**src/rtl/core/tkea_pkg.sv**
```systemverilog
// ----------------------------------------------------------------------------
// tkea_pkg
// Shared widths, reset values, verdict codes and the queue entry type of the
// threshold Kruskal edge acceptor.
// ----------------------------------------------------------------------------
package tkea_pkg;

   // Default sizes handed to the top level parameters
   localparam int MAX_LEVELS_DEF = 1024;
   localparam int COST_BITS_DEF  = 40;

   // Fixed field widths
   localparam int DIFF_W      = 16;
   localparam int NODE_IN_W   = 10;
   localparam int CPD_W       = 10;
   localparam int FULL_W      = 16;
   localparam int NUM_W       = 11;
   localparam int ECOST_W     = DIFF_W + CPD_W;
   localparam int COMP_OUT_W  = 11;
   localparam int TOTAL_OUT_W = 40;

   // Register port
   localparam int CSR_IDX_W  = 8;
   localparam int CSR_DATA_W = 16;

   localparam logic [CSR_IDX_W-1:0] CSR_COST_PER_DIFF = CSR_IDX_W'(0);
   localparam logic [CSR_IDX_W-1:0] CSR_FULL_COST     = CSR_IDX_W'(1);
   localparam logic [CSR_IDX_W-1:0] CSR_NUM_LEVELS    = CSR_IDX_W'(2);

   localparam logic [CPD_W-1:0]  CPD_RESET  = CPD_W'(1);
   localparam logic [FULL_W-1:0] FULL_RESET = FULL_W'(100);
   localparam logic [NUM_W-1:0]  NUM_RESET  = NUM_W'(1024);

   // Queue between front and back
   localparam int QUEUE_DEPTH = 2;
   localparam int QPTR_W      = $clog2(QUEUE_DEPTH);

   typedef enum logic [1:0] {
      VERDICT_ACCEPT = 2'd0,
      VERDICT_JOINED = 2'd1,
      VERDICT_REJECT = 2'd2
   } verdict_type;

   // One classified edge, as the front hands it to the back
   typedef struct packed {
      logic                 find_req;
      verdict_type          code;
      logic [NODE_IN_W-1:0] node_a;
      logic [NODE_IN_W-1:0] node_b;
      logic [ECOST_W-1:0]   edge_cost;
   } queue_entry_type;

endpackage

```
**src/rtl/core/tkea_queue.sv**
```systemverilog
// ----------------------------------------------------------------------------
// tkea_queue
// Short first-in first-out queue of classified edges between front and back.
// ----------------------------------------------------------------------------
module tkea_queue (
   input  logic                       clock,
   input  logic                       reset,
   input  logic                       push,
   input  tkea_pkg::queue_entry_type  push_data,
   output logic                       full,
   input  logic                       pop,
   output logic                       not_empty,
   output tkea_pkg::queue_entry_type  head
);

   localparam logic [tkea_pkg::QPTR_W-1:0] LAST_SLOT =
      tkea_pkg::QPTR_W'(tkea_pkg::QUEUE_DEPTH - 1);

   tkea_pkg::queue_entry_type        slot_ff [tkea_pkg::QUEUE_DEPTH];
   logic [tkea_pkg::QPTR_W-1:0]      wr_ptr_ff, wr_ptr_in;
   logic [tkea_pkg::QPTR_W-1:0]      rd_ptr_ff, rd_ptr_in;
   logic [tkea_pkg::QPTR_W:0]        count_ff, count_in;
   logic                             do_push;
   logic                             do_pop;

   assign full      = (count_ff == (tkea_pkg::QPTR_W + 1)'(tkea_pkg::QUEUE_DEPTH));
   assign not_empty = (count_ff != '0);
   assign do_push   = push && !full;
   assign do_pop    = pop && not_empty;
   assign head      = slot_ff[rd_ptr_ff];

   // Advance pointers with wrap, track fill level
   always_comb begin
      wr_ptr_in = wr_ptr_ff;
      rd_ptr_in = rd_ptr_ff;
      count_in  = count_ff;
      if (do_push) begin
         wr_ptr_in = (wr_ptr_ff == LAST_SLOT) ? '0 : wr_ptr_ff + 1'b1;
      end
      if (do_pop) begin
         rd_ptr_in = (rd_ptr_ff == LAST_SLOT) ? '0 : rd_ptr_ff + 1'b1;
      end
      if (do_push && !do_pop) begin
         count_in = count_ff + 1'b1;
      end else if (do_pop && !do_push) begin
         count_in = count_ff - 1'b1;
      end
   end

   always_ff @(posedge clock) begin
      if (reset) begin
         wr_ptr_ff <= '0;
         rd_ptr_ff <= '0;
         count_ff  <= '0;
      end else begin
         wr_ptr_ff <= wr_ptr_in;
         rd_ptr_ff <= rd_ptr_in;
         count_ff  <= count_in;
      end
      if (do_push) begin
         slot_ff[wr_ptr_ff] <= push_data;
      end
   end

endmodule

```
**config.mk**
```make
export PLATFORM = sky130hd
export DESIGN_NAME = tkea_queue
export DESIGN_NICKNAME = d
export VERILOG_FILES = /design/src/rtl/core/tkea_pkg.sv /design/src/rtl/core/tkea_queue.sv
export SDC_FILE = /design/constraint.sdc
export NUM_CORES = 1
export LEC_CHECK = 0
export BUFFER_PORTS_ARGS = -buffer_cell sky130_fd_sc_hd__buf_2
export CAP_MARGIN = 20
export CORE_ASPECT_RATIO = 0.8
export CORE_MARGIN = 2
export CORE_UTILIZATION = 55
export CTS_CLUSTER_DIAMETER = 80
export DETAILED_ROUTE_END_ITERATION = 16
export GPL_TIMING_DRIVEN = 0
export PLACE_DENSITY = 0.83
export SYNTH_ARGS = -nofsm -noshare
export SYNTH_HDL_FRONTEND = slang
export SYNTH_SLANG_ARGS = --single-unit
```
**constraint.sdc**
```tcl
create_clock -name clock -period 3.5 [get_ports clock]
set_input_delay 0.875 -clock clock [delete_from_list [all_inputs] [get_ports clock]]
set_output_delay 0.875 -clock clock [all_outputs]
set_load 0.03 [all_outputs]
```
### Word level (Yosys, flattened, before mapping)

Memory sizes are Yosys's and may differ from the RTL's. A register that Yosys moved wholly into a read port is not among the register bits.
Cells that the tools add are included.

| storage, ports and cells | value |
|---|---|
| register bits | 4 |
| latch bits | 0 |
| RAM bits | 98 |
| memory bits (read-only) | 0 |
| input port bits | 53 |
| output and inout port bits | 51 |
| word-level logic and storage cells | 26 |
| memories kept | 1 |

| cells by class | value |
|---|---|
| add/sub/neg operators | 4 |
| multipliers | 0 |
| div/mod/pow operators | 0 |
| order comparisons | 0 |
| equality and inequality tests | 1 |
| shifts and indexed selects | 0 |
| mux-type cells | 8 |
| bitwise gates (word level) | 0 |
| reduce and logical (&&, ||, !) cells | 9 |

Memories:

| name | depth | width | rd ports | clocked after memory_dff | wr ports | RTL line | text |
|---|---|---|---|---|---|---|---|
| slot_ff | 2 | 49 | 1 | 1 | 1 | tkea_queue.sv:19 | `tkea_pkg::queue_entry_type slot_ff [tkea_pkg::QUEUE_DEPTH];` |

Operator list:

| kind | number |
|---|---|
| $mux 1 | 6 |
| $logic_and 1x1->1 | 4 |
| $mux 2 | 2 |
| $reduce_bool 2->1 | 2 |
| $logic_not 1->1 | 3 |
| $add 1x1->1 const B | 2 |
| $add 2x1->2 const B | 1 |
| $eq 2x2->1 const B | 1 |
| $sub 2x1->2 const B | 1 |

### Logic depth before layout (Yosys ltp)

| depth | value |
|---|---|
| depth in word-level cells | 7 |
| mapped depth | 6 |

### Worst setup path before layout

OpenSTA, ideal clock, no wires.

| path | value |
|---|---|
| path kind | input port to flip-flop |
| start point | in push |
| end point | mem slot_ff[0][0] (netlist bit) (enable) |
| data arrival time | 2.242 ns |
| data required time | 3.097 ns |
| path slack | 0.855 ns |
| stages | 3 |
| buffers on the path | 0 |
| path through | inv_1 -> or3_1 -> inv_1 |

| between the ends | value |
|---|---|
| longest elaborated chain between the ends | 3 |

RTL lines:

| what | RTL line | text |
|---|---|---|
| start: declaration | tkea_queue.sv:8 | `input logic push,` |
| $logic_and 1x1->1 | tkea_queue.sv:28 | `assign do_push = push && !full;` |
| $mux 1 | tkea_queue.sv:60 | `if (do_push) begin` |
| $mux 1 (implied by the code) | tkea_queue.sv:61 | `slot_ff[wr_ptr_ff] <= push_data;` |
| end: declaration | tkea_queue.sv:19 |  |

No other way between the ends.

==> summary.md <==
| Metric | Value |
|---|---|
| CP top delay family | buffers and inverters |
| 1st-pass router iterations | 3 |
| Final worst path period share | ~72% |
| Worst slew margin relative to its limit | approximately three fifths |
| H-tree levels | 3 |
| Cts hold-fix bufs | 0 |
| Synth cell types | 16 |
| DR WL met2 | between 3 and 4 mm |
| Largest net degree at the start of global routing | 34 |
| Critical Path Source Type | flip-flop |
| # nets final | 347 |
| WP data required | 2.62 ns |
| Worst Max-Slew Pin Slew | roughly 0.57 ns |
| Critical-path cell list | buf_4, buf_6, mux2_2, buf_2 |
| CTS resizes | 0 |
| Clk slew on worst S/H paths | 0.09 ns |
| # diodes | 0 |
| Critical path class | flip-flop to output pin |
| Core ar. | 6510 um2 |
| Area share of the largest cell type after synthesis | 78.5% |
| Cts bufs inserted | 9 |
| Die Height | 77.8 um |
| Ports | 104 |
| P_leak | 1.74 nW |
| Async set-or-reset flop fraction in the synthesized netlist | 0% |
| CP Capture Type | output pin |
| Initial antenna violation count | 0 |
| Top-count cell post-synth | edfxtp_1 |
| Max-cap violations | 0 |
| Worst Hold Class | flip-flop to flip-flop |
| Setup TNS Final | 0 ns |
| Layout area overhead | 22.7% |
| Share of layout cells above drive strength 1 | between 50% and 60% |
| Clock Root Buffer | clkbuf_8 |
| WL/cell | 16.8 um |
| Die X | 96.3 um |
| Worst vdd ir | between 0.5 and 0.6 mV |
| Synth Area per Inst | ~21 um2 |
| Final hold vios | 0 |
| Synth cell count leaders | edfxtp_1, mux2_2, dfxtp_1 |
| Pwr dens | 751 nW/um2 |
| Initial Util | 57.6% |
| Combined area of the multi-input logic cells | 666 um2 |
| WL met1 | 2.57 mm |
| Routed wire length | 6.42 mm |
| Register Area | 3040 um2 |
| Sum of buffers and inverters on the critical path | 3 |
| Peak Freq | ~400 MHz |
| Vias in the first global route | 2,070 |
| Port bufs | 103 |
| Met3 wire length | 593 um |
| Register area share after synthesis | around 80% |
| Yosys warns | 0 |
| First-pass GRT wire length | 9.69 mm |
| Sink Count | between 100 and 150 |
| DRC viols | 0 |
| Routed via count | slightly below 2,000 |
| #FFs+latches synth | 103 |
| Via density | 5.13 |
| Final setup viols | 0 |
| RSZ-0062 raised after global routing | no |
| Post-Syn Area | 3750 um2 |
| Fin crit period | between 2 and 3 ns |
| Layout fillers | around 450 |
| Final clock skew | between 0.009 and 0.01 ns |
| Worst-skew pair later-pin latency | 0.34 ns |
| GRT Overall Usage | between 15 and 20% |
| # rows | 26 |
| Mapped Cells | 177 |
| Final ANT Viol Nets | 0 |
| Fin. max-slew vios | 0 |
| Tot Pwr | 3.45 mW |
| Detailed Route Iter0 Violations | 100 |
| Status | finished, final reports clean |
| Die area | ~7500 um2 |
| GRT overflow | 0 |
| Post-synth EDFFs | 98 |
| Highest metal used | met4 |
| Crit path DAT | 1.65 ns |
| Routability Congestion | about 0.68 |
| Crit Path Max Fanout | 10 |
| Synth area leaders | edfxtp_1, mux2_2, dfxtp_1 |
| CTS max path bufs | 2 |
| Hpwl dp | 4.44 mm |
| Post-CTS Setup Repair Bufs | 0 |
| Predominant post-synthesis flop cell | edfxtp_1 |
| Crit-path max cell delay | roughly 0.39 ns |
| Slowest-stage cell, CP | dfxtp_1 |
| CTS tree | built |
| Post-synth top area cell | edfxtp_1 |
| Syn Nets | between 200 and 250 |
==> path summary, 6_finish.rpt <==
| kind | startpoint | to | slack, ns | cells after the start |
|---|---|---|---|---|
| min reg2reg | wr_ptr_ff | wr_ptr_ff | 0.50 | 2 |
| max reg2reg | count_ff[0] | slot_ff[0][43] | 1.63 | 4 |
| min | wr_ptr_ff | wr_ptr_ff | 0.50 | 2 |
| max | flip-flop | head[20] | 0.97 | 4 |
==> placed cells by master, fill, tap and decap left out, drive strengths merged <==
master    count
a21oi         2
and2          1
buf         110
bufinv        1
clkbuf       11
clkinv        2
clkinvlp      2
dfxtp         5
edfxtp       98
ha            1
inv           2
mux2         49
nor2          4
nor2b         1
o21ai         3
or2           1
or3           2
xor2          3
==> flip-flops by register name, indices dropped and copies added, names as in the netlist, named ones only <==
name / flops
slot_ff: 98
count_ff: 2
rd_ptr_ff: 1
wr_ptr_ff: 1
==> worst min-delay path: stages (launching register included) <==
cell and delay, ns:
dfxtp_1 0.32, o21ai_0 0.07, a21oi_1 0.06
==> layer usage <==
metal	vias up	GRT usage, %
li1	918	-
met2	78	30.1
met4	0	3.80
met1	958	20.6
met3	6	8.83
met5	-	0
==> report_power, final <==
| group | total (mW) | internal, mW | switching [mW] | leakage [nW] |
|---|---|---|---|---|
| Clock | 0.697 | 0.331 | 0.366 | 0.0895 |
| Combinational | 1.16 | 0.416 | 0.744 | 0.691 |
| Sequential | 1.60 | 1.55 | 0.0485 | 0.956 |
==> logic make-up after synthesis <==
logic type               count (synthesis)  synth area share (%)
multiplexers                            49                  14.7
AO/OA/AOI/OAI                            5                 0.667
AND/OR/NAND/NOR                          9                  1.30
XOR/XNOR                                 3                 0.701
buffers and inverters                    7                  1.10
adder cells (fa/ha/maj)                  1                 0.334
flip-flops                             103                  81.2
==> layout make-up <==
| class | instances | area share, % |
|---|---|---|
| flip-flops and latches | 103 | 66.1 |
| multi-input cells | 67 | 14.5 |
| repair buffers | 105 | 12.1 |
| clock buffers | 11 | 2.86 |
| well taps | 84 | 2.28 |
| clock inverters | 5 | 1.28 |
| plain buffers | 5 | 0.734 |
| inverters | 2 | 0.163 |
==> stage by stage <==
stage	cell area [um2]	std cells	hold WS [ns]	util, %	setup WS (ns)
floorplan	3750	177	0.452	-	0.855
global placement	4370	364	0.468	67.2	0.195
detailed placement	4410	366	0.487	67.8	1.08
CTS	4600	382	0.500	70.7	0.941
global route	4600	382	0.550	70.7	0.876
finish	4600	382	0.497	70.7	0.973
Power figures use the tool's default switching activity.
