## src/rtl/core/tkea_pkg.sv

```systemverilog
// ----------------------------------------------------------------------------
// tkea_pkg
// Shared widths, reset values, verdict codes and the queue entry type of the
// threshold Kruskal edge acceptor.
// ----------------------------------------------------------------------------
package tkea_pkg;

   // Default sizes handed to the top level parameters
   localparam int MAX_LEVELS_DEF = 1024;
   localparam int COST_BITS_DEF  = 40;

   // Fixed field widths
   localparam int DIFF_W      = 16;
   localparam int NODE_IN_W   = 10;
   localparam int CPD_W       = 10;
   localparam int FULL_W      = 16;
   localparam int NUM_W       = 11;
   localparam int ECOST_W     = DIFF_W + CPD_W;
   localparam int COMP_OUT_W  = 11;
   localparam int TOTAL_OUT_W = 40;

   // Register port
   localparam int CSR_IDX_W  = 8;
   localparam int CSR_DATA_W = 16;

   localparam logic [CSR_IDX_W-1:0] CSR_COST_PER_DIFF = CSR_IDX_W'(0);
   localparam logic [CSR_IDX_W-1:0] CSR_FULL_COST     = CSR_IDX_W'(1);
   localparam logic [CSR_IDX_W-1:0] CSR_NUM_LEVELS    = CSR_IDX_W'(2);

   localparam logic [CPD_W-1:0]  CPD_RESET  = CPD_W'(1);
   localparam logic [FULL_W-1:0] FULL_RESET = FULL_W'(100);
   localparam logic [NUM_W-1:0]  NUM_RESET  = NUM_W'(1024);

   // Queue between front and back
   localparam int QUEUE_DEPTH = 2;
   localparam int QPTR_W      = $clog2(QUEUE_DEPTH);

   typedef enum logic [1:0] {
      VERDICT_ACCEPT = 2'd0,
      VERDICT_JOINED = 2'd1,
      VERDICT_REJECT = 2'd2
   } verdict_type;

   // One classified edge, as the front hands it to the back
   typedef struct packed {
      logic                 find_req;
      verdict_type          code;
      logic [NODE_IN_W-1:0] node_a;
      logic [NODE_IN_W-1:0] node_b;
      logic [ECOST_W-1:0]   edge_cost;
   } queue_entry_type;

endpackage

```

## src/rtl/core/tkea_front.sv

```systemverilog
// ----------------------------------------------------------------------------
// tkea_front
// Takes one edge request, prices it, applies the sticky cost stop and the node
// range test, and pushes the classified edge into the queue.
// ----------------------------------------------------------------------------
module tkea_front #(
   parameter int MAX_LEVELS = tkea_pkg::MAX_LEVELS_DEF,
   parameter int LVL_W      = $clog2(MAX_LEVELS + 1)
) (
   input  logic                            clock,
   input  logic                            reset,
   input  logic                            accept,
   input  logic [tkea_pkg::DIFF_W-1:0]     diff_count,
   input  logic [tkea_pkg::NODE_IN_W-1:0]  node_a,
   input  logic [tkea_pkg::NODE_IN_W-1:0]  node_b,
   input  logic [tkea_pkg::CPD_W-1:0]      cost_per_diff,
   input  logic [tkea_pkg::FULL_W-1:0]     full_cost,
   input  logic [LVL_W-1:0]                levels,
   output logic                            busy,
   input  logic                            q_full,
   output logic                            q_push,
   output tkea_pkg::queue_entry_type       q_data
);

   typedef enum logic [1:0] {
      F_IDLE,
      F_MUL,
      F_PUSH
   } front_state_type;

   front_state_type                 state_ff, state_in;
   logic [tkea_pkg::DIFF_W-1:0]     diff_ff, diff_in;
   logic [tkea_pkg::NODE_IN_W-1:0]  a_ff, a_in;
   logic [tkea_pkg::NODE_IN_W-1:0]  b_ff, b_in;
   logic [tkea_pkg::ECOST_W-1:0]    cost_ff, cost_in;
   logic                            stopped_ff, stopped_in;
   logic                            too_costly;
   logic                            out_of_range;

   assign too_costly   = cost_ff >= tkea_pkg::ECOST_W'(full_cost);
   assign out_of_range = (32'(a_ff) >= 32'(levels)) || (32'(b_ff) >= 32'(levels));

   // Sequence: capture request, multiply, classify and push
   always_comb begin
      state_in   = state_ff;
      diff_in    = diff_ff;
      a_in       = a_ff;
      b_in       = b_ff;
      cost_in    = cost_ff;
      stopped_in = stopped_ff;
      q_push     = 1'b0;

      q_data.find_req  = 1'b0;
      q_data.code      = tkea_pkg::VERDICT_REJECT;
      q_data.node_a    = a_ff;
      q_data.node_b    = b_ff;
      q_data.edge_cost = cost_ff;

      case (state_ff)
         F_IDLE: begin
            if (accept) begin
               diff_in  = diff_count;
               a_in     = node_a;
               b_in     = node_b;
               state_in = F_MUL;
            end
         end
         F_MUL: begin
            cost_in  = tkea_pkg::ECOST_W'(diff_ff) * tkea_pkg::ECOST_W'(cost_per_diff);
            state_in = F_PUSH;
         end
         F_PUSH: begin
            if (stopped_ff || too_costly) begin
               q_data.find_req = 1'b0;
            end else if (out_of_range) begin
               q_data.find_req = 1'b0;
            end else begin
               q_data.find_req = 1'b1;
            end
            if (!q_full) begin
               q_push   = 1'b1;
               state_in = F_IDLE;
               if (too_costly) begin
                  stopped_in = 1'b1;
               end
            end
         end
         default: begin
            state_in = F_IDLE;
         end
      endcase
   end

   // Hold state, stop flag and the edge being classified
   always_ff @(posedge clock) begin
      if (reset) begin
         state_ff   <= F_IDLE;
         stopped_ff <= 1'b0;
      end else begin
         state_ff   <= state_in;
         stopped_ff <= stopped_in;
      end
      diff_ff <= diff_in;
      a_ff    <= a_in;
      b_ff    <= b_in;
      cost_ff <= cost_in;
   end

   assign busy = (state_ff != F_IDLE);

endmodule

```

## config.mk

```make
export PLATFORM = sky130hd
export DESIGN_NAME = tkea_front
export DESIGN_NICKNAME = d
export VERILOG_FILES = /design/src/rtl/core/tkea_pkg.sv /design/src/rtl/core/tkea_front.sv
export SDC_FILE = /design/constraint.sdc
export NUM_CORES = 1
export LEC_CHECK = 0
export ABC_CLOCK_PERIOD_IN_PS = 6400
export BUFFER_PORTS_ARGS = -buffer_cell sky130_fd_sc_hd__buf_2
export CAP_MARGIN = 20
export CORE_MARGIN = 10
export CORE_UTILIZATION = 55
export DETAILED_ROUTE_END_ITERATION = 12
export GPL_ROUTABILITY_DRIVEN = 0
export MAX_ROUTING_LAYER = met4
export PLACE_DENSITY_LB_ADDON = 0.05
export SYNTH_ARGS = -nofsm -noshare
export SYNTH_HDL_FRONTEND = slang
export SYNTH_SLANG_ARGS = --single-unit
```

## constraint.sdc

```tcl
create_clock -name clock -period 6.4 [get_ports clock]
set_input_delay 0.64 -clock clock [delete_from_list [all_inputs] [get_ports clock]]
set_output_delay 0.64 -clock clock [all_outputs]
set_load 0.02 [all_outputs]
```

# Word level (Yosys, flattened, before mapping)
# Cells that the tools add are included.
[totals] out_inout_bits=51 regBits=65 inputBits=77 wordCells=30
[classes] order_cmp=3 bitwise=1 eq_ne=4 mux=8 n_mul=1 reduce_logical=7
[ops] op=">= comparator 26 x 16 -> 1 bit" count=1
[ops] op="multiplier 16 x 10 -> 26 bit" count=1
[ops] op=">= comparator 10 x 11 -> 1 bit" count=2
[ops] op="one-hot mux 2 bit (3 select lines)" count=1
[ops] op="2-to-1 mux 1 bit" count=5
[ops] op="2-to-1 mux 2 bit" count=2
[ops] op="!= test 2 bit, second input constant" count=2
[ops] op="AND reduction 2 bit" count=2
[ops] op="AND reduction 3 bit" count=1
[ops] op="== test 2 x 1 -> 1 bit, second input constant" count=1
[ops] op="== test 2 bit, second input constant" count=1
[ops] op="zero test 2 bit" count=1
[ops] op="logical OR 1 bit" count=2
[ops] op="nonzero test 2 bit" count=1
[ops] op="inverter 1 bit" count=1

# Logic depth before layout (Yosys ltp)
# Gate-level depths: netlist (run 1).
[depth] word_depth=5 mapped_depth=20 depth_no_buf=18

# Worst setup path before layout (run 1)
# OpenSTA, ideal clock, no wires.
[synth_path] kind="input to register" from="input cost_per_diff[1] (netlist name)" to="register cost_ff[21] (netlist name) (data pin)" setup_time_ns=0.260 required_time_ns=6.140 path_stages=18 arrival_time_ns=5.036 path_buffers=2 slack_ns=1.104 cell_sequence="clkbuf_1 -> nand2_1 -> fa_1 -> inv_1 -> fa_1 -> fa_1 -> fa_1 -> inv_1 -> fa_1 -> inv_1 -> ha_1 -> buf_2 -> a21o_1 -> a31oi_2 -> a21o_1 -> a31oi_1 -> or2_1 -> xor2_1"
[synth_via] elab_chain_len=1
[synth_lines] element="start: declaration" line="tkea_front.sv:16" source="input logic [tkea_pkg::CPD_W-1:0] cost_per_diff,"
[synth_lines] element="multiplier 16 x 10 -> 26 bit" line="tkea_front.sv:69" source="cost_in = tkea_pkg::ECOST_W'(diff_ff) * tkea_pkg::ECOST_W'(cost_per_diff);"
[synth_lines] element="end signal: assignment" line="tkea_front.sv:106" source="cost_ff <= cost_in;"
[synth_lines] element="end: declaration" line="tkea_front.sv:35" source="logic [tkea_pkg::ECOST_W-1:0] cost_ff, cost_in;"
# Every way passes these cells.
# A chain may end at the register's enable or synchronous reset.

# Worst setup path in the final report (run 1)
[layout_path] from="register diff_ff[1] (netlist name)" to="register cost_ff[25] (netlist name) (data pin)"
[layout_via] elab_chain_len=1
[layout_lines] element="start: declaration" line="tkea_front.sv:32" source="logic [tkea_pkg::DIFF_W-1:0] diff_ff, diff_in;"
[layout_lines] element="start signal: assignment" line="tkea_front.sv:103" source="diff_ff <= diff_in;"
[layout_lines] element="multiplier 16 x 10 -> 26 bit" line="tkea_front.sv:69"
# Every way passes these cells.

==> results.cfg, run 1 <==
[final_layout]
diodes = 0
final_cell_mix = 140 x inv_1, 125 x buf_2, 110 x fa_1, 105 x nand2_1, 97 x ha_1
fin_util_pct = 63.7
seq_area_um2 = 1920
layout_commonest_cell = inv_1
drive_gt1_share_pct = 17.8
multi_input_comb_area_um2 = 5660
nNetsFinal = 1210
syn_to_final_growth_pct = 13.0
fillCellCount = 1216

[job]
drv_cap = 0

[power]
cellPowerDensity_nw_per_um2 = 489
p_clk_share_pct = 10.9
combPwrFrac_pct = 72.6
p_switching_mw = 2.22
internal_power_mw = 2.32
power_leakage_nw = 4.68
pwr-share-seq_pct = 16.6
p_sw_share_pct = 49.0
vdd_ir_drop_max_v = 0.000384

[clock_tree]
clkLatencyLatePin_ps = 330
cts_resized = 0
h-tree-depth = 3
numCtsBuffers = 9
cts_tree = yes
clockRootBuffer = clkbuf_16
cts_hold_buffers = 0
cts_setup_buffers = 0
cts_buffer_depth = 2
path_clk_slew_ps = 60
clock-sinks = 65

[setup_path]
cp-start-kind = flop
crit_buf_inv = 2
worst_path_max_delay_cell = edfxtp_1
worst_ep_arrival_time_ps = 5630
crit_fanout = 10
worst_path_most_repeated_cell = fa_1
worstPathRequired_ps = 6600
path_class = flop to flop
max_stage_delay_ps = 560
reg2regPathDepth = 14
critPathCaptureType = flop
reg2reg_to = cost_ff[25]
rrSetupSlack_ps = 970
cp_top_family = adder cells
timing.rr.start = diff_ff[1]
crit_chain = and2_1 > fa_1 > fa_1 > fa_1 > fa_1 > inv_1 > fa_1 > inv_1 > ha_1 > a21o_1 > a31oi_1 > o22ai_1 > or3_1 > nand3_1

[route]
totalWireLength_um = 18900
dr.pass1.iters = 5
wl_per_cell_um = 17.0
num_vias = 6038
drc = 0
detail-route-antenna-nets = 0
drt_iter0_markers = 217
avgViaCountPerCell = 5.42

[sta]
finalSetupTns_ps = 0
finalClockSkew_ps = 5.38
fin_crit_sh_pct = 84.9
timing.fmax_ghz = 0.184
tightest_slew_ps = 595
hold_viol = 0
setup_viol = 0
post-route-worst-setup-slack_ps = 966
rsz0062_at_grt = no
maxSlewHeadroom_pct = 59.9
fin_hold_ws_ps = 484
finalMaxSlewViolations = 0
period_needed_ps = 5430

[global_route]
grt_overflow_total = 0
grt_max_degree = 37
grt_pass1_vias = 6602
grt_pass1_wl_um = 32100
grt.total_usage_pct = 20.1
antenna_found_initial = 0

[synthesis]
synthCells = 819
synth_top_area_share_pct = 26.8
synthArstFlopShare_pct = 0
ys.warnings.count = 0
synth.distinct_cells = 61
syn_area_per_cell_um2 = 10.0
synth_area_leader_cell = fa_1
synth_seq_cells = 65
syn_area_um2 = 8230
ys_seq_area_share_pct = 23.4
synth_area_leaders = fa_1 27%, edfxtp_1 23%, ha_1 15%
syn_nets = 1103
synth_edf_count = 62
synthFlopType = edfxtp_1

[min_path]
hp-class = input pin to flop
min_path_cells = 1
whs_endpoint = b_ff[1]
hold_start = node_b[1]

[floorplan]
initial_utilization_pct = 56.4
rows = 44
fp.coreArea_um2 = 14600
io-pin-count = 128
die_y_um = 142
dieArea_um2 = 20300
die-width_um = 142

[place]
port_buffers = 125
dp_hpwl_um = 16100
post-place-ws_ps = 719

[outcome]
status = finished, final reports clean
==> state kept, by name (all words and copies together) (netlist names) <==
register / count
b_ff: 10
cost_ff: 26
state_ff: 2
stopped_ff: 1
diff_ff: 16
a_ff: 10
==> kinds of logic after synthesis <==
group,Yosys count,share of synthesized area [%]
AO/OA/AOI/OAI,97,8.68
XOR/XNOR,20,2.13
adder cells (fa/ha/maj),207,41.5
buffers and inverters,171,8.06
flip-flops,65,23.4
multiplexers,1,0.122
other,2,0.0912
AND/OR/NAND/NOR,256,16.1
==> through the flow <==
stage / area, µm² / instances / total power, mW
after global routing: 9300 / 1115 / 5.00
after detailed placement: 8970 / 1098 / 4.06
after global placement: 8970 / 1098 / 3.97
after CTS: 9270 / 1114 / 4.58
final: 9300 / 1115 / 4.54
after floorplan: 8230 / 819 / 3.34
==> per-layer routing <==
layer / GRT usage, % / up-vias / part of all wire, %
met5: - / - / 0
met3: 3.07 / 21 / 3.2
met2: 36.3 / 128 / 55
li1: - / 2865 / -
met4: 4.10 / 0 / 1.5
met1: 23.0 / 3024 / 40
==> cell type report <==
| class | count | share of cell area [%] |
|---|---|---|
| clock inverter | 7 | 0.834 |
| timing repair buffer | 127 | 7.11 |
| sequential | 65 | 20.7 |
| inverter | 140 | 5.65 |
| clock buffer | 9 | 2.42 |
| multi-input combinational | 583 | 60.8 |
| tap | 184 | 2.48 |
==> worst max-delay path by stage <==
stage                           from     endpoint  cells past startpoint
floorplan           cost_per_diff[1]  cost_ff[21]                     18
global placement    cost_per_diff[3]  cost_ff[20]                     19
detailed placement  cost_per_diff[3]  cost_ff[19]                     19
CTS                       diff_ff[1]  cost_ff[21]                     14
global route              diff_ff[2]  cost_ff[18]                     15
finish                    diff_ff[1]  cost_ff[25]                     14
==> power groups by stage <==
stage	Combinational, mW	Clock, mW	Sequential, mW
2_1_floorplan	2.52	0	0.820
3_3_place_gp	3.21	0	0.763
3_5_place_dp	3.30	0	0.762
4_1_cts	3.32	0.505	0.755
5_1_grt	3.71	0.522	0.763
6_report	3.30	0.494	0.753
==> Yosys cell counts, types with 11 or more instances <==
library cell,instances
nand2_1,105
and2_1,85
o21ai_0,11
inv_1,140
a21oi_1,30
ha_1,97
a21o_1,16
edfxtp_1,62
clkbuf_1,23
nor2_1,15
fa_1,110
(Power assumes the default switching activity.)
==> inputs of run 2 (changes only) <==
--- a/config.mk
+++ b/config.mk
@@ -5,7 +5,7 @@
 export SDC_FILE = /design/constraint.sdc
 export NUM_CORES = 1
 export LEC_CHECK = 0
-export ABC_CLOCK_PERIOD_IN_PS = 6400
+export ABC_CLOCK_PERIOD_IN_PS = 5000
 export BUFFER_PORTS_ARGS = -buffer_cell sky130_fd_sc_hd__buf_2
 export CAP_MARGIN = 20
 export CORE_MARGIN = 10
==> constraint.sdc (replaced) <==
create_clock -name clock -period 5 [get_ports clock]
set_input_delay 0.5 -clock clock [delete_from_list [all_inputs] [get_ports clock]]
set_output_delay 0.5 -clock clock [all_outputs]
set_load 0.02 [all_outputs]
==> run 2 against run 1 <==
  * The run now ends with negative setup slack left
  * Sequential power grew 26%
  * Combinational power is 86% higher
  * Register-to-register slack lost 970 ps
  * Clock skew increased by 2.6 ps
  * Wire length rose by 10%
  * Total power rose by 71%
  * Highest routed layer unchanged
==> results.cfg, run 2 (synthesis gave the netlist of run 1 again) <==
[final_layout]
diodes = 0
layout_commonest_cell = inv_1
post-route-cell-area_um2 = 10500
fillCellCount = 1060
largest_register = cost_ff
seq_area_um2 = 1920
reg_top3 = cost_ff: 26 flops, diff_ff: 16 flops
syn_to_final_growth_pct = 27.5
nNetsFinal = 1315
fin_util_pct = 71.9
final_cell_mix = 129 x inv_1, 125 x buf_2, 103 x fa_1, 102 x nand2_1, 92 x buf_4
multi_input_comb_area_um2 = 6010
drive_gt1_share_pct = 31.8
largest_reg_flops = 26

[floorplan]
rows = 44
dieArea_um2 = 20300
initial_utilization_pct = 56.4
fp.coreArea_um2 = 14600
io-pin-count = 128
die_y_um = 142
die-width_um = 142

[outcome]
status = complete, but fails checks
violations = negative setup slack

[clock_tree]
cts_tree = yes
h-tree-depth = 3
numCtsBuffers = 9
clock-sinks = 65
clockRootBuffer = clkbuf_16
clkLatencyLatePin_ps = 350
path_clk_slew_ps = 60
cts_buffer_depth = 2

[place]
port_buffers = 125
dp_hpwl_um = 16800
placed_cell_area_um2 = 9640
post-place-ws_ps = -282

[global_route]
grt_pass1_wl_um = 34300
grt_overflow_total = 0
met1_usage_pct = 23.0
antenna_found_initial = 0
grtUsageMet2_pct = 39.1
met3_usage_pct = 3.60
grt_pass1_vias = 7301
grt_max_degree = 37
grt.total_usage_pct = 21.4
grt_busiest_layer = met2

[route]
drc = 0
wl_per_cell_um = 17.1
num_vias = 6579
dr.pass1.iters = 5
avgViaCountPerCell = 5.39
drt_iter0_markers = 404
detail-route-antenna-nets = 0
totalWireLength_um = 20800

[sta]
rsz0062_at_grt = yes
maxSlewHeadroom_pct = 34.2
post-route-worst-setup-slack_ps = -0.369
period_needed_ps = 5000
timing.fmax_ghz = 0.200
finalSetupTns_ps = -0.369
finalClockSkew_ps = 7.98
setup_viol = 1
finalMaxSlewViolations = 0
tightest_slew_ps = 984
fin_crit_sh_pct = 100
hold_viol = 0

[setup_path]
cp-start-kind = flop
crit_fanout = 5
worstPathRequired_ps = 5090
path_class = flop to flop
critPathCaptureType = flop
worst_ep_arrival_time_ps = 5090

[power]
vdd_ir_drop_max_v = 0.000554
cellPowerDensity_nw_per_um2 = 742
total_power_mw = 7.78
power_leakage_nw = 5.21

[min_path]
hp-class = input pin to flop

[job]
drv_cap = 0
[run 2: critical path, stage by stage, from the launching register on]
cell and delay, ps:
edfxtp_1 410, buf_6 140, and2_1 160, fa_1 480, fa_1 520, fa_1 510
fa_1 510, inv_1 60, fa_1 570, inv_2 60, ha_4 300, a21oi_4 60
o32a_1 350, a21o_1 160, a31o_2 230, mux2i_1 140, nand2_1 70
[run 2: layout make-up]
type                            instances  share of cell area [%]
Multi-Input combinational cell        583                    57.3
Sequential cell                        65                    18.3
Timing Repair Buffer                  232                    14.2
Inverter                              140                    5.01
Tap cell                              184                    2.19
Clock buffer                            9                    2.15
Clock inverter                          7                   0.894
[run 2: metal layers]
| layer | wire length, µm | part of all wire [%] | up-vias |
|---|---|---|---|
| met5 | 0 | 0 | - |
| met4 | 388 | 1.9 | 0 |
| met3 | 1170 | 5.6 | 41 |
| met2 | 11400 | 55 | 182 |
| met1 | 7860 | 38 | 3277 |
| li1 | - | - | 3079 |
[run 2: final timing paths]
check,from,end,cells after the start,slack [ps]
setup reg to reg,diff_ff[7],cost_ff[22],16,-0.4
hold reg to reg,stopped_ff,stopped_ff,2,560
setup / recovery,diff_ff[7],cost_ff[22],16,-0.4
hold / removal,diff_count[13],diff_ff[13],1,320
[run 2: power breakdown]
group | switching (mW) | total (mW) | leakage, nW | internal (mW)
registers | 0.0653 | 0.948 | 0.610 | 0.883
logic | 3.19 | 6.15 | 4.44 | 2.96
clock network | 0.246 | 0.682 | 0.153 | 0.436
[run 2: through the flow]
stage | hold slack, ps | std cells
after floorplan | 468 | 819
after global placement | 555 | 1179
after detailed placement | 550 | 1179
after CTS | 317 | 1206
after global routing | 317 | 1220
final | 325 | 1220
[run 2: repair_timing]
action,4_1_cts,5_1_grt
hold buffers,0,0
buffers inserted,11,14
endpoints found under the setup margin,10,13
resized for setup,20,60
pin swaps,22,47
==> inputs of run 3 (changes only) <==
--- a/config.mk
+++ b/config.mk
@@ -14,6 +14,7 @@
 export GPL_ROUTABILITY_DRIVEN = 0
 export MAX_ROUTING_LAYER = met4
 export PLACE_DENSITY_LB_ADDON = 0.05
+export SETUP_SLACK_MARGIN = 0.2
 export SYNTH_ARGS = -nofsm -noshare
 export SYNTH_HDL_FRONTEND = slang
 export SYNTH_SLANG_ARGS = --single-unit
==> run 3 against run 2 <==
  * The flow now finishes without violations
  * Sequential share of layout area barely moved
  * Setup slack gained 32 ps
  * Cell count fell by 0.16%
  * Flip-flop and latch count stayed put
  * Highest routed layer unchanged
==> results.cfg, run 3 (synthesis gave the netlist of run 1 again) <==
[floorplan]
io-pin-count = 128
die-width_um = 142
initial_utilization_pct = 56.4
rows = 44
die_y_um = 142
dieArea_um2 = 20300
fp.coreArea_um2 = 14600

[route]
drc = 0
wl_per_cell_um = 16.6
detail-route-antenna-nets = 0
totalWireLength_um = 20200
dr.pass1.iters = 5
drt_iter0_markers = 273
num_vias = 6561
avgViaCountPerCell = 5.39

[clock_tree]
path_clk_slew_ps = 60
clock-sinks = 65
h-tree-depth = 3
numCtsBuffers = 9
clockRootBuffer = clkbuf_16
cts_buffer_depth = 2
cts_tree = yes
clkLatencyLatePin_ps = 350
cts_hold_buffers = 0

[sta]
timing.fmax_ghz = 0.201
maxSlewHeadroom_pct = 33.0
setup_viol = 0
finalClockSkew_ps = 8.84
finalMaxSlewViolations = 0
period_needed_ps = 4970
rsz0062_at_grt = yes
fin_crit_sh_pct = 99.4
hold_viol = 0
fin_hold_ws_ps = 327
finalSetupTns_ps = 0
post-route-worst-setup-slack_ps = 31.7
tightest_slew_ps = 1000

[place]
port_buffers = 125
post-place-ws_ps = -198
placedCellCount = 1167
placed_cell_area_um2 = 9620
dp_hpwl_um = 16800

[global_route]
grt_overflow_total = 0
grt_pass1_vias = 7287
grt.total_usage_pct = 21.2
grt_pass1_wl_um = 33900
grt_max_degree = 37
antenna_found_initial = 0

[final_layout]
final_cell_count_no_fill = 1218
reg_top3 = cost_ff: 26 flops, diff_ff: 16 flops
largest_register = cost_ff
final_cell_mix = 131 x inv_1, 125 x buf_2, 104 x fa_1, 97 x nand2_1, 91 x buf_4
layout_commonest_cell = inv_1
post-route-cell-area_um2 = 10500
fillCellCount = 1067
drive_gt1_share_pct = 32.3
syn_to_final_growth_pct = 27.6
fin_util_pct = 72.0
nNetsFinal = 1313
largest_reg_flops = 26
diodes = 0

[setup_path]
path_class = flop to flop
crit_fanout = 7
critPathCaptureType = flop
cp-start-kind = flop
worstPathRequired_ps = 5100
worst_ep_arrival_time_ps = 5070

[power]
total_power_mw = 8.02
cellPowerDensity_nw_per_um2 = 764
vdd_ir_drop_max_v = 0.000586
power_leakage_nw = 5.22

[min_path]
hp-class = input pin to flop

[job]
drv_cap = 0

[outcome]
status = finished, final reports clean
## run 3: cell type report
cell class              instances  area, µm²  share of cell area [%]
well taps                     184        230                    2.19
clock buffers                  10        229                    2.18
clock inverters                 6       82.6                   0.787
repair buffers                230       1460                    13.9
flip-flops and latches         65       1920                    18.3
inverters                     140        526                    5.01
multi-input cells             583       6050                    57.6
## run 3: routing by layer
| layer | vias up | track usage, % | share of wire, % |
|---|---|---|---|
| met5 | - | - | 0 |
| met4 | 0 | 9.21 | 3.8 |
| met3 | 56 | 4.87 | 6.0 |
| met1 | 3237 | 21.8 | 37 |
| met2 | 195 | 38.0 | 54 |
| li1 | 3073 | - | - |
## run 3: power by group
group / leakage (nW) / switching [mW] / internal (mW) / total (mW)
Combinational: 4.45 / 3.21 / 3.19 / 6.40
Sequential: 0.610 / 0.0678 / 0.883 / 0.951
Clock: 0.152 / 0.239 / 0.433 / 0.673
Total: 5.22 / 3.52 / 4.50 / 8.02
## run 3: final timing paths
path / from / end / slack [ps] / depth (start not counted)
max: diff_ff[5] / cost_ff[20] / 30 / 15
min: node_b[4] / b_ff[4] / 330 / 1
max reg2reg: diff_ff[5] / cost_ff[20] / 30 / 15
min reg2reg: stopped_ff / stopped_ff / 560 / 2
## run 3: critical path, cell delays in order, from the launching register on
cell	delay (ps)
edfxtp_1	550
buf_4	210
and2_4	150
fa_1	470
fa_1	560
fa_1	430
fa_1	510
inv_2	40
fa_1	490
inv_2	50
ha_4	290
and3_4	220
nand4_1	160
and4b_1	240
or2_1	230
xnor2_1	130
## run 3: what timing repair did
item / CTS / global route
cloned: 0 / 0
resized for setup: 32 / 31
hold endpoints to repair: 0 / 0
setup buffers: 26 / 9
endpoints found under the setup margin: 14 / 16
pin swaps: 50 / 41
